### src/rtl/core/nfd_pkg.sv
package nfd_pkg;

   localparam int DIGIT_WORDS = 8;
   localparam int IDX_W       = $clog2(DIGIT_WORDS);
   localparam int DIGIT_W     = 14;
   localparam int LEN_W       = 5;
   localparam int COUNT_W     = 7;
   localparam int VALUE_W     = 64;
   localparam int HALF_W      = 32;
   localparam int CARRY_W     = 15;
   localparam int MAC_W       = HALF_W + CARRY_W;
   localparam int FRAC_W      = 8;

   localparam int SIGN_BIT        = 5;
   localparam int WEIGHT_SIGN_BIT = 6;

   localparam logic [DIGIT_W-1:0] BASE_WHOLE = 14'd10000;
   localparam logic [DIGIT_W-1:0] BASE_FRAC  = 14'd100;
   // d / 100 == (d * 5243) >> 19 for every 14-bit d
   localparam logic [DIGIT_W-1:0] RECIP_100  = 14'd5243;
   localparam int                 RECIP_SHIFT = 19;

   typedef enum logic [2:0] {
      ST_IDLE,
      ST_QUOT,
      ST_LO,
      ST_HI,
      ST_DONE
   } nfd_state_type;

endpackage

### src/rtl/core/nfd_mac.sv
module nfd_mac (
   input  logic [nfd_pkg::HALF_W-1:0]  mul_a,
   input  logic [nfd_pkg::DIGIT_W-1:0] mul_b,
   input  logic [nfd_pkg::CARRY_W-1:0] add_c,
   output logic [nfd_pkg::MAC_W-1:0]   result
);
   import nfd_pkg::*;

   // 32 x 14 multiply plus a 15-bit addend never exceeds 47 bits
   assign result = MAC_W'(mul_a) * MAC_W'(mul_b) + MAC_W'(add_c);

endmodule

### src/rtl/core/numeric_to_fixed_decimal_core.sv
// Converts one short-header packed decimal field to a signed value times 100.
// A request is taken when start is high and busy is low; busy then stays high
// until the result strobe. All arithmetic runs through one shared 32 x 14
// multiply-add unit, which takes two passes (low and high word) per digit,
// plus one pass up front for the fractional digit divided by 100. With weight
// w >= 0 the field uses w + 2 digit words, with a negative weight one word.
// busy covers the quotient pass, the passes for each word and a done state,
// the result is registered after the done state, and the next request can be
// taken in the same cycle that the result is shown. rsp_valid is high for
// exactly one cycle per request and the receiver cannot stall it. Overflow
// wraps modulo 2^64 without a flag.
module numeric_to_fixed_decimal_core (
   input  logic                         clock,
   input  logic                         reset,
   input  logic                         start,
   output logic                         busy,
   input  logic [7:0]                   req_header_low,
   input  logic [7:0]                   req_header_high,
   input  logic [nfd_pkg::LEN_W-1:0]    req_field_length,
   input  logic [nfd_pkg::DIGIT_W-1:0]  req_digit_0,
   input  logic [nfd_pkg::DIGIT_W-1:0]  req_digit_1,
   input  logic [nfd_pkg::DIGIT_W-1:0]  req_digit_2,
   input  logic [nfd_pkg::DIGIT_W-1:0]  req_digit_3,
   input  logic [nfd_pkg::DIGIT_W-1:0]  req_digit_4,
   input  logic [nfd_pkg::DIGIT_W-1:0]  req_digit_5,
   input  logic [nfd_pkg::DIGIT_W-1:0]  req_digit_6,
   input  logic [nfd_pkg::DIGIT_W-1:0]  req_digit_7,
   output logic                         rsp_valid,
   output logic signed [nfd_pkg::VALUE_W-1:0] rsp_scaled_value
);
   import nfd_pkg::*;

   nfd_state_type state_ff, state_in;

   logic [DIGIT_W-1:0] digit_ff [DIGIT_WORDS];
   logic [DIGIT_W-1:0] digit_in [DIGIT_WORDS];
   logic [LEN_W-1:0]   flen_ff, flen_in;
   logic               neg_ff, neg_in;
   logic [COUNT_W-1:0] last_ff, last_in;
   logic [COUNT_W-1:0] k_ff, k_in;
   logic [FRAC_W-1:0]  frac_ff, frac_in;
   logic [VALUE_W-1:0] acc_ff, acc_in;
   logic [HALF_W-1:0]  lo_ff, lo_in;
   logic [CARRY_W-1:0] carry_ff, carry_in;
   logic               rsp_valid_ff, rsp_valid_in;
   logic [VALUE_W-1:0] rsp_value_ff, rsp_value_in;

   logic [COUNT_W-1:0] sel_idx;
   logic [DIGIT_W-1:0] sel_digit;
   logic [HALF_W-1:0]  mac_a;
   logic [DIGIT_W-1:0] mac_b;
   logic [CARRY_W-1:0] mac_c;
   logic [MAC_W-1:0]   mac_result;
   logic               accept;
   logic               at_last;
   logic [6:0]         weight;

   assign accept  = start && (state_ff == ST_IDLE);
   assign at_last = (k_ff == last_ff);
   assign weight  = req_header_low[6:0];

   nfd_mac u_mac (
      .mul_a  (mac_a),
      .mul_b  (mac_b),
      .add_c  (mac_c),
      .result (mac_result)
   );

   // digit word k exists only below the word count and inside the field
   always_comb begin
      sel_idx   = (state_ff == ST_QUOT) ? last_ff : k_ff;
      sel_digit = '0;
      if ((sel_idx < COUNT_W'(DIGIT_WORDS)) &&
          (({1'b0, sel_idx} << 1) + 8'd2 < {3'b000, flen_ff})) begin
         sel_digit = digit_ff[sel_idx[IDX_W-1:0]];
      end
   end

   always_ff @(posedge clock) begin
      if (reset) begin
         state_ff <= ST_IDLE;
      end else begin
         state_ff <= state_in;
      end
   end

   always_ff @(posedge clock) begin
      if (reset) begin
         rsp_valid_ff <= 1'b0;
      end else begin
         rsp_valid_ff <= rsp_valid_in;
      end
   end

   always_ff @(posedge clock) begin
      digit_ff     <= digit_in;
      flen_ff      <= flen_in;
      neg_ff       <= neg_in;
      last_ff      <= last_in;
      k_ff         <= k_in;
      frac_ff      <= frac_in;
      acc_ff       <= acc_in;
      lo_ff        <= lo_in;
      carry_ff     <= carry_in;
      rsp_value_ff <= rsp_value_in;
   end

   always_comb begin
      state_in     = state_ff;
      digit_in     = digit_ff;
      flen_in      = flen_ff;
      neg_in       = neg_ff;
      last_in      = last_ff;
      k_in         = k_ff;
      frac_in      = frac_ff;
      acc_in       = acc_ff;
      lo_in        = lo_ff;
      carry_in     = carry_ff;
      rsp_valid_in = 1'b0;
      rsp_value_in = rsp_value_ff;
      mac_a        = '0;
      mac_b        = '0;
      mac_c        = '0;

      unique case (state_ff)
         ST_IDLE: begin
            if (accept) begin
               digit_in[0] = req_digit_0;
               digit_in[1] = req_digit_1;
               digit_in[2] = req_digit_2;
               digit_in[3] = req_digit_3;
               digit_in[4] = req_digit_4;
               digit_in[5] = req_digit_5;
               digit_in[6] = req_digit_6;
               digit_in[7] = req_digit_7;
               flen_in     = req_field_length;
               neg_in      = req_header_high[SIGN_BIT];
               // negative weight: only the fractional digit
               last_in     = weight[WEIGHT_SIGN_BIT] ? '0 : weight + 7'd1;
               k_in        = '0;
               acc_in      = '0;
               state_in    = ST_QUOT;
            end
         end
         ST_QUOT: begin
            mac_a    = HALF_W'(sel_digit);
            mac_b    = RECIP_100;
            frac_in  = mac_result[RECIP_SHIFT +: FRAC_W];
            state_in = ST_LO;
         end
         ST_LO: begin
            mac_a    = acc_ff[HALF_W-1:0];
            mac_b    = at_last ? BASE_FRAC : BASE_WHOLE;
            mac_c    = at_last ? CARRY_W'(frac_ff) : CARRY_W'(sel_digit);
            lo_in    = mac_result[HALF_W-1:0];
            carry_in = mac_result[MAC_W-1:HALF_W];
            state_in = ST_HI;
         end
         ST_HI: begin
            mac_a  = acc_ff[VALUE_W-1:HALF_W];
            mac_b  = at_last ? BASE_FRAC : BASE_WHOLE;
            mac_c  = carry_ff;
            acc_in = {mac_result[HALF_W-1:0], lo_ff};
            if (at_last) begin
               state_in = ST_DONE;
            end else begin
               k_in     = k_ff + 7'd1;
               state_in = ST_LO;
            end
         end
         ST_DONE: begin
            rsp_valid_in = 1'b1;
            rsp_value_in = neg_ff ? ('0 - acc_ff) : acc_ff;
            state_in     = ST_IDLE;
         end
         default: begin
            state_in = ST_IDLE;
         end
      endcase
   end

   assign busy             = (state_ff != ST_IDLE);
   assign rsp_valid        = rsp_valid_ff;
   assign rsp_scaled_value = rsp_value_ff;

   a_one_strobe: assert property (@(posedge clock) disable iff (reset)
      rsp_valid_ff |=> !rsp_valid_ff)
      else $error("result strobe held longer than one cycle");

   a_lo_then_hi: assert property (@(posedge clock) disable iff (reset)
      (state_ff == ST_LO) |=> (state_ff == ST_HI))
      else $error("low pass not followed by high pass");

   a_accept_busy: assert property (@(posedge clock) disable iff (reset)
      (start && !busy) |=> busy)
      else $error("accepted request did not raise busy");

   a_count_bound: assert property (@(posedge clock) disable iff (reset)
      ((state_ff == ST_LO) || (state_ff == ST_HI)) |-> (k_ff <= last_ff))
      else $error("digit counter ran past the last digit");

endmodule
### config.mk
export PLATFORM = sky130hd
export DESIGN_NAME = numeric_to_fixed_decimal_core
export DESIGN_NICKNAME = d
export VERILOG_FILES = /design/src/rtl/core/nfd_pkg.sv /design/src/rtl/core/nfd_mac.sv /design/src/rtl/core/numeric_to_fixed_decimal_core.sv
export SDC_FILE = /design/constraint.sdc
export NUM_CORES = 1
export LEC_CHECK = 0
export ABC_AREA = 1
export BUFFER_PORTS_ARGS = -buffer_cell sky130_fd_sc_hd__buf_4
export CAP_MARGIN = 20
export CORE_MARGIN = 3
export CORE_UTILIZATION = 45
export DETAILED_ROUTE_END_ITERATION = 12
export GPL_ROUTABILITY_DRIVEN = 1
export GPL_TIMING_DRIVEN = 0
export PLACE_DENSITY = 0.63
export SYNTH_ARGS = -nofsm -noshare
export SYNTH_HDL_FRONTEND = slang
export SYNTH_HIERARCHICAL = 1
export SYNTH_SLANG_ARGS = --single-unit
### constraint.sdc
create_clock -name clock -period 10.44 [get_ports clock]
set_input_delay 0 -clock clock [delete_from_list [all_inputs] [get_ports clock]]
set_output_delay 0 -clock clock [all_outputs]
set_load 0.01 [all_outputs]
# --- Word-level counts from Yosys, hierarchy flattened ---
# Index checks and enable logic that the tools add are counted.
op_classes:
  add_sub_neg: 5
  n_mul: 1
  n_lt_le_gt_ge: 3
  eq_ne: 7
  mux: 20
  bitwise: 1
  reduce_logical: 9
ops:
  columns: ["op", "count"]
  rows:
  - ["2-to-1 mux 64 bit", 2]
  - ["one-hot mux 64 bit (2 select lines)", 1]
  - ["one-hot mux 32 bit (3 select lines)", 1]
  - ["2-to-1 mux 14 bit", 5]
  - ["subtractor 1 x 64 -> 64 bit (first input constant)", 1]
  - ["adder 46 x 15 -> 47 bit", 1]
  - ["multiplier 32 x 14 -> 46 bit", 1]
  - ["binary-select mux 14 bit (select 3 bit)", 1]
  - ["one-hot mux 15 bit (2 select lines)", 1]
  - ["one-hot mux 14 bit (2 select lines)", 1]
  - ["2-to-1 mux 7 bit", 3]
  - ["adder 7 x 1 -> 7 bit (second input constant)", 2]
  - ["one-hot mux 7 bit (2 select lines)", 1]
  - ["one-hot mux 3 bit (4 select lines)", 1]
  - ["adder 8 x 2 -> 8 bit (second input constant)", 1]
  - ["less-than comparator 8 x 5 -> 1 bit", 1]
  - ["== test 7 bit", 1]
  - ["less-than comparator 7 x 4 -> 1 bit (second input constant)", 1]
  - ["== test 3 x 2 -> 1 bit (second input constant)", 2]
  - ["2-to-1 mux 3 bit", 2]
  - ["greater-or-equal comparator 4 bit (second input constant)", 1]
  - ["inequality test 2 bit (second input constant)", 2]
  - ["NOT 3 -> 4 bit", 1]
  - ["AND reduction 2 bit", 2]
  - ["other kinds (9)", 10]
totals:
  register_bits: 319
  in_bits: 136
  output_inout_bits: 66
  word_cells: 65

# --- Logic depth before layout (Yosys ltp) ---
logic_depth:
  word_depth: 11
  depth_mapped: 48
  mapped_depth_nobuf: 44

# --- Modules after synthesis ---
# Netlist, hierarchy kept.
modules_own_cells:
  columns: ["mod", "n_inst", "cells_each", "area_per_inst_um2"]
  rows:
  - ["nfd_mac", 1, 2421, 16762.3]
  - ["numeric_to_fixed_decimal_core", 1, 1516, 15199.6]

# --- Least setup slack after synthesis ---
# Ideal clock, no wire load.
synth_timing:
  kind: "flip-flop to flip-flop"
  start: "reg state_ff[2]"
  end: "reg acc_ff[63], data pin"
  setup_time_ns: 0.265
  t_arrival_ns: 7.321
  required_time_ns: 10.175
  slack_ns: 2.854
  stages_incl_launch_ff: 41
  period_less_slack_ns: 7.586
  cell_sequence: "dfxtp_1 > inv_2 > nand3_4 > buf_6 > nand2_4 > o21ai_4 > buf_4 > nor2_1 > nand2_1 > nand2_1 > inv_1 > ha_1 > a21oi_1 > a21boi_0 > nor2_4 > buf_6 > nand3_2 > o21bai_1 > (+5 left out) > fa_1 > fa_1 > fa_1 > inv_1 > fa_1 > inv_1 > ha_1 > nand2_2 > nor2_1 > nand2_1 > nor2_1 > nand2_1 > nand3_2 > nand2_1 > nand3_1 > nand2_1 > inv_1 > nor2_1"
synth_via:
  elab_chain_len: 11
synth_lines:
  columns: ["element", "line_no", "source"]
  rows:
  - ["from (decl)", "numeric_to_fixed_decimal_core.sv:33", "nfd_state_type state_ff, state_in;"]
  - ["from (signal assigned)", "numeric_to_fixed_decimal_core.sv:83", "state_ff <= state_in;"]
  - ["branches (longest 7 deep; another with adder 8 x 2 -> 8 bit)", null, null]
  - ["one-hot mux 32 bit (3 select lines) *", "numeric_to_fixed_decimal_core.sv:125", "unique case (state_ff)"]
  - ["net mac_a[12]", "numeric_to_fixed_decimal_core.sv:50", "logic [HALF_W-1:0] mac_a;"]
  - ["multiplier 32 x 14 -> 46 bit *", "nfd_mac.sv:10", "assign result = MAC_W'(mul_a) * MAC_W'(mul_b) + MAC_W'(add_c);"]
  - ["adder 46 x 15 -> 47 bit *", "nfd_mac.sv:10", null]
  - ["net mac_result[31]", "numeric_to_fixed_decimal_core.sv:53", "logic [MAC_W-1:0] mac_result;"]
  - ["one-hot mux 64 bit (2 select lines) *", "numeric_to_fixed_decimal_core.sv:125", null]
  - ["to (signal assigned)", "numeric_to_fixed_decimal_core.sv:102", "acc_ff <= acc_in;"]
  - ["to (decl)", "numeric_to_fixed_decimal_core.sv:42", "logic [VALUE_W-1:0] acc_ff, acc_in;"]
# Mark *: on every way through the listed nets, which the timed path passes. The select of a mux whose other input is x is not followed.
# A chain may end at the register's enable or synchronous reset.

# --- Final worst setup path ---
layout_timing:
  start: "reg state_ff[2]"
  end: "reg acc_ff[53], data pin"
# The elaborated chain is that of the path after synthesis.

==> impl_metrics.xml <==
<?xml version="1.0" encoding="UTF-8"?>
<metrics>
  <group name="die">
    <metric name="initial_utilization" unit="%">45.6</metric>
    <metric name="die_h" unit="um">273</metric>
    <metric name="top_level_ports" unit="">202</metric>
    <metric name="fp-row-count" unit="">97</metric>
    <metric name="core_footprint" unit="mm^2">0.0701</metric>
    <metric name="die_area" unit="mm^2">0.0743</metric>
    <metric name="die_width" unit="um">273</metric>
  </group>
  <group name="synthesis">
    <metric name="postSynthCellCount" unit="">3937</metric>
    <metric name="synth_top_area_cell" unit="">sky130_fd_sc_hd__edfxtp_1</metric>
    <metric name="synth.distinct_cells" unit="">45</metric>
    <metric name="area_of_the_mapped_netlist" unit="mm^2">0.0320</metric>
    <metric name="synth_ff_type" unit="">sky130_fd_sc_hd__edfxtp_1</metric>
    <metric name="asyncSetResetFlopFracSynth" unit="%">0</metric>
    <metric name="synthesis.area_per_instance" unit="um^2">8.12</metric>
    <metric name="synth_top_cells_by_area" unit="">sky130_fd_sc_hd__edfxtp_1, sky130_fd_sc_hd__fa_1, sky130_fd_sc_hd__inv_1</metric>
    <metric name="synthDominantCellAreaShare" unit="%">29.6</metric>
    <metric name="synth-edff-count" unit="">315</metric>
    <metric name="yosysSeqAreaShare" unit="%">29.8</metric>
    <metric name="yosys_register_bits" unit="">319</metric>
    <metric name="synth.yosys.warnings" unit="">6</metric>
  </group>
  <group name="global_route">
    <metric name="grt.busiest_layer" unit="">met2</metric>
    <metric name="global_route_wire_length_before_repair" unit="um">156000</metric>
    <metric name="first_global_vias" unit="">26400</metric>
    <metric name="global_route.usage.met1" unit="%">36.8</metric>
    <metric name="overflow_after_grt" unit="">0</metric>
    <metric name="track_usage" unit="%">28.0</metric>
    <metric name="met3_usage" unit="%">2.95</metric>
    <metric name="antenna_found_initial" unit="">7</metric>
    <metric name="grtUsageMet2" unit="%">47.2</metric>
    <metric name="maximum_number_of_pins_on_one_net_before_global_route_repair" unit="">57</metric>
  </group>
  <group name="clock_tree">
    <metric name="cts_num_sinks" unit="">319</metric>
    <metric name="clk-insertion-delay-late" unit="ns">0.55</metric>
    <metric name="cts_tree" unit="">yes</metric>
    <metric name="htree_num_levels" unit="">2</metric>
    <metric name="cts_made_buffers" unit="">35</metric>
    <metric name="maximum_buffer_depth_of_the_clock_tree" unit="">3</metric>
    <metric name="clock-root-buffer" unit="">sky130_fd_sc_hd__clkbuf_16</metric>
    <metric name="clk_pin_slew_worst_paths" unit="ns">0.06</metric>
    <metric name="postCtsSetupBuffers" unit="">0</metric>
  </group>
  <group name="placement">
    <metric name="io_buffers" unit="">193</metric>
    <metric name="detailed_place_hpwl" unit="um">82700</metric>
    <metric name="place.detailed.instances" unit="">5092</metric>
    <metric name="gp_congestion" unit="">1.03</metric>
  </group>
  <group name="layout">
    <metric name="layout.cells.most_common_list" unit="">sky130_fd_sc_hd__inv_1, sky130_fd_sc_hd__nand2_1, sky130_fd_sc_hd__fa_1</metric>
    <metric name="fin_cells" unit="">5289</metric>
    <metric name="finalCoreUtilization" unit="%">53.2</metric>
    <metric name="drive_above_1_share" unit="%">8.50</metric>
    <metric name="layout_commonest_cell" unit="">sky130_fd_sc_hd__inv_1</metric>
    <metric name="layout-area-overhead-vs-synth" unit="%">16.7</metric>
    <metric name="final_net_count" unit="">4968</metric>
  </group>
  <group name="sta">
    <metric name="rsz0062_at_grt" unit="">false</metric>
    <metric name="tns" unit="ns">0</metric>
    <metric name="slew_headroom" unit="%">19.7</metric>
    <metric name="finalSetupViolations" unit="">0</metric>
    <metric name="final_max_slew_viol_count" unit="">0</metric>
    <metric name="max_slew.worst_pin.slew" unit="ns">1.20</metric>
    <metric name="final_min_period_over_clock_period" unit="%">95.1</metric>
    <metric name="max_clock_freq" unit="MHz">101</metric>
    <metric name="minimum_clock_period" unit="ns">9.93</metric>
    <metric name="fin_worst_hold_slack" unit="ns">0.160</metric>
    <metric name="clock-skew-final" unit="ns">0.0246</metric>
    <metric name="hold_viol" unit="">0</metric>
  </group>
  <group name="drt">
    <metric name="drtPass1Iterations" unit="">5</metric>
    <metric name="detail_route.vias_per_cell" unit="">4.96</metric>
    <metric name="number_of_vias_after_detailed_routing" unit="">26300</metric>
    <metric name="route.detailed.wl_per_inst" unit="um">19.2</metric>
    <metric name="antenna_left" unit="">0</metric>
    <metric name="totalWireLength" unit="um">102000</metric>
    <metric name="initialDrtViolationCount" unit="">2102</metric>
    <metric name="drcViolationCount" unit="">0</metric>
  </group>
  <group name="critical_path">
    <metric name="critPathMaxFanout" unit="">10</metric>
    <metric name="worst_r2r_path_depth" unit="">39</metric>
    <metric name="critical_path.reg2reg.startpoint" unit="">state_ff[2]</metric>
    <metric name="path_class" unit="">reg2reg</metric>
    <metric name="cp_data_arrival_time" unit="ns">10.32</metric>
    <metric name="critical-path-max-stage-delay" unit="ns">0.76</metric>
    <metric name="setup.worst_path.start_class" unit="">register</metric>
    <metric name="worstReg2RegEnd" unit="">acc_ff[53]</metric>
    <metric name="worstPathRequired" unit="ns">10.83</metric>
    <metric name="regToRegSetupSlack" unit="ns">0.51</metric>
    <metric name="slowest_stage" unit="">sky130_fd_sc_hd__o21bai_1</metric>
    <metric name="worst_path_most_repeated_cell" unit="">sky130_fd_sc_hd__inv_1</metric>
    <metric name="crit_path_end_kind" unit="">register</metric>
  </group>
  <group name="hold_path">
    <metric name="whs_path_depth" unit="">2</metric>
    <metric name="worstHoldStart" unit="">req_digit_3[1]</metric>
    <metric name="timing.hold.worst.class" unit="">in2reg</metric>
    <metric name="min_delay_worst_endpoint" unit="">digit_ff[57]</metric>
  </group>
  <group name="run">
    <metric name="maxCapViolCount" unit="">0</metric>
  </group>
  <group name="power">
    <metric name="total_chip_power" unit="W">0.00463</metric>
    <metric name="static-leakage-power" unit="nW">19.7</metric>
    <metric name="irDropWorstVdd" unit="mV">0.108</metric>
    <metric name="power_density" unit="mW/mm^2">124</metric>
  </group>
  <group name="status">
    <metric name="status" unit="">completed</metric>
  </group>
</metrics>
routing by layer:
| layer | up-vias | part of all wire (%) |
|---|---|---|
| li1 | 12300 | - |
| met1 | 12700 | 40 |
| met2 | 1023 | 49 |
| met3 | 216 | 6.5 |
| met4 | 0 | 4.8 |
| met5 | - | 0 |
sequential cells by signal (all words and copies together) (netlist names):
| signal | cells |
|---|---|
| state_ff | 3 |
| frac_ff | 8 |
| k_ff | 7 |
| rsp_scaled_value | 64 |
| neg_ff | 1 |
| carry_ff | 15 |
| digit_ff | 112 |
| acc_ff | 64 |
| flen_ff | 5 |
| rsp_valid | 1 |
| last_ff | 7 |
| lo_ff | 32 |
repair_timing:
action	4_1_cts	5_1_grt
resized for setup	0	0
hold endpoints to repair	129	0
hold buffers	130	0
where the power goes:
group	switching (W)	leakage [nW]	internal, W	total (W)
sequential	0.0000516	3.02	0.00157	0.00162
clock	0.000513	0.523	0.000693	0.00121
combinational	0.00124	16.2	0.000559	0.00180
total	0.00180	19.7	0.00282	0.00463
cell type report:
cell class / instances / area (um^2)
Timing Repair Buffer: 338 / 2990
Tap cell: 940 / 1180
Sequential cell: 319 / 9540
Fill cell: 6739 / 32800
Inverter: 1130 / 4240
Clock inverter: 17 / 194
Buffer: 123 / 553
Multi-Input combinational cell: 2374 / 17700
Clock buffer: 40 / 895
Antenna cell: 8 / 20.0
worst max path at each step:
| stage | start | end | slack, ns |
|---|---|---|---|
| 2_1_floorplan | state_ff[2] | acc_ff[63] | 2.85 |
| 3_3_place_gp | state_ff[0] | acc_ff[56] | 0.15 |
| 3_5_place_dp | state_ff[2] | acc_ff[56] | 0.65 |
| 4_1_cts | state_ff[2] | acc_ff[56] | 0.57 |
| 5_1_grt | state_ff[2] | acc_ff[60] | 0.09 |
| 6_report | state_ff[2] | acc_ff[53] | 0.51 |
logic make-up (layout without fill, tap and decap cells):
family / count (synthesis) / count (layout) / share of synthesized area (%)
simple gates: 1613 / 1613 / 21.2
buf+inv: 1253 / 1648 / 15.0
fa+ha+maj: 511 / 511 / 28.8
flops: 319 / 319 / 29.8
compound gates: 150 / 150 / 2.75
xor+xnor: 90 / 90 / 2.47
other cells: 1 / 18 / 0.0117
cell usage after synthesis, drive strengths merged (7+ instances only):
| library cell | count |
|---|---|
| nor2 | 262 |
| xnor2 | 7 |
| edfxtp | 315 |
| nand4 | 22 |
| inv | 1130 |
| nand3 | 187 |
| xor2 | 83 |
| o21bai | 21 |
| buf | 27 |
| o22ai | 26 |
| fa | 373 |
| nand3b | 17 |
| o21ai | 55 |
| a21oi | 40 |
| clkbuf | 96 |
| nand2 | 1088 |
| nor3 | 26 |
| ha | 138 |
metrics by stage:
step                      cell area (um^2)  setup slack (ns)
after floorplan                      32000              2.85
after global placement               34600             0.146
after detailed placement             34900             0.648
after CTS                            37300             0.574
after global routing                 37300            0.0889
final                                37300             0.510
worst max-delay path, delay by kind of cell, from the launching register on:
family          cells  cell delay, ns
simple gates       14            1.75
buf+inv            12            1.85
compound gates      4            1.17
fa+ha+maj           8            3.85
xor+xnor            1            0.72
flops               1            0.41
(Power assumes the default switching activity.)
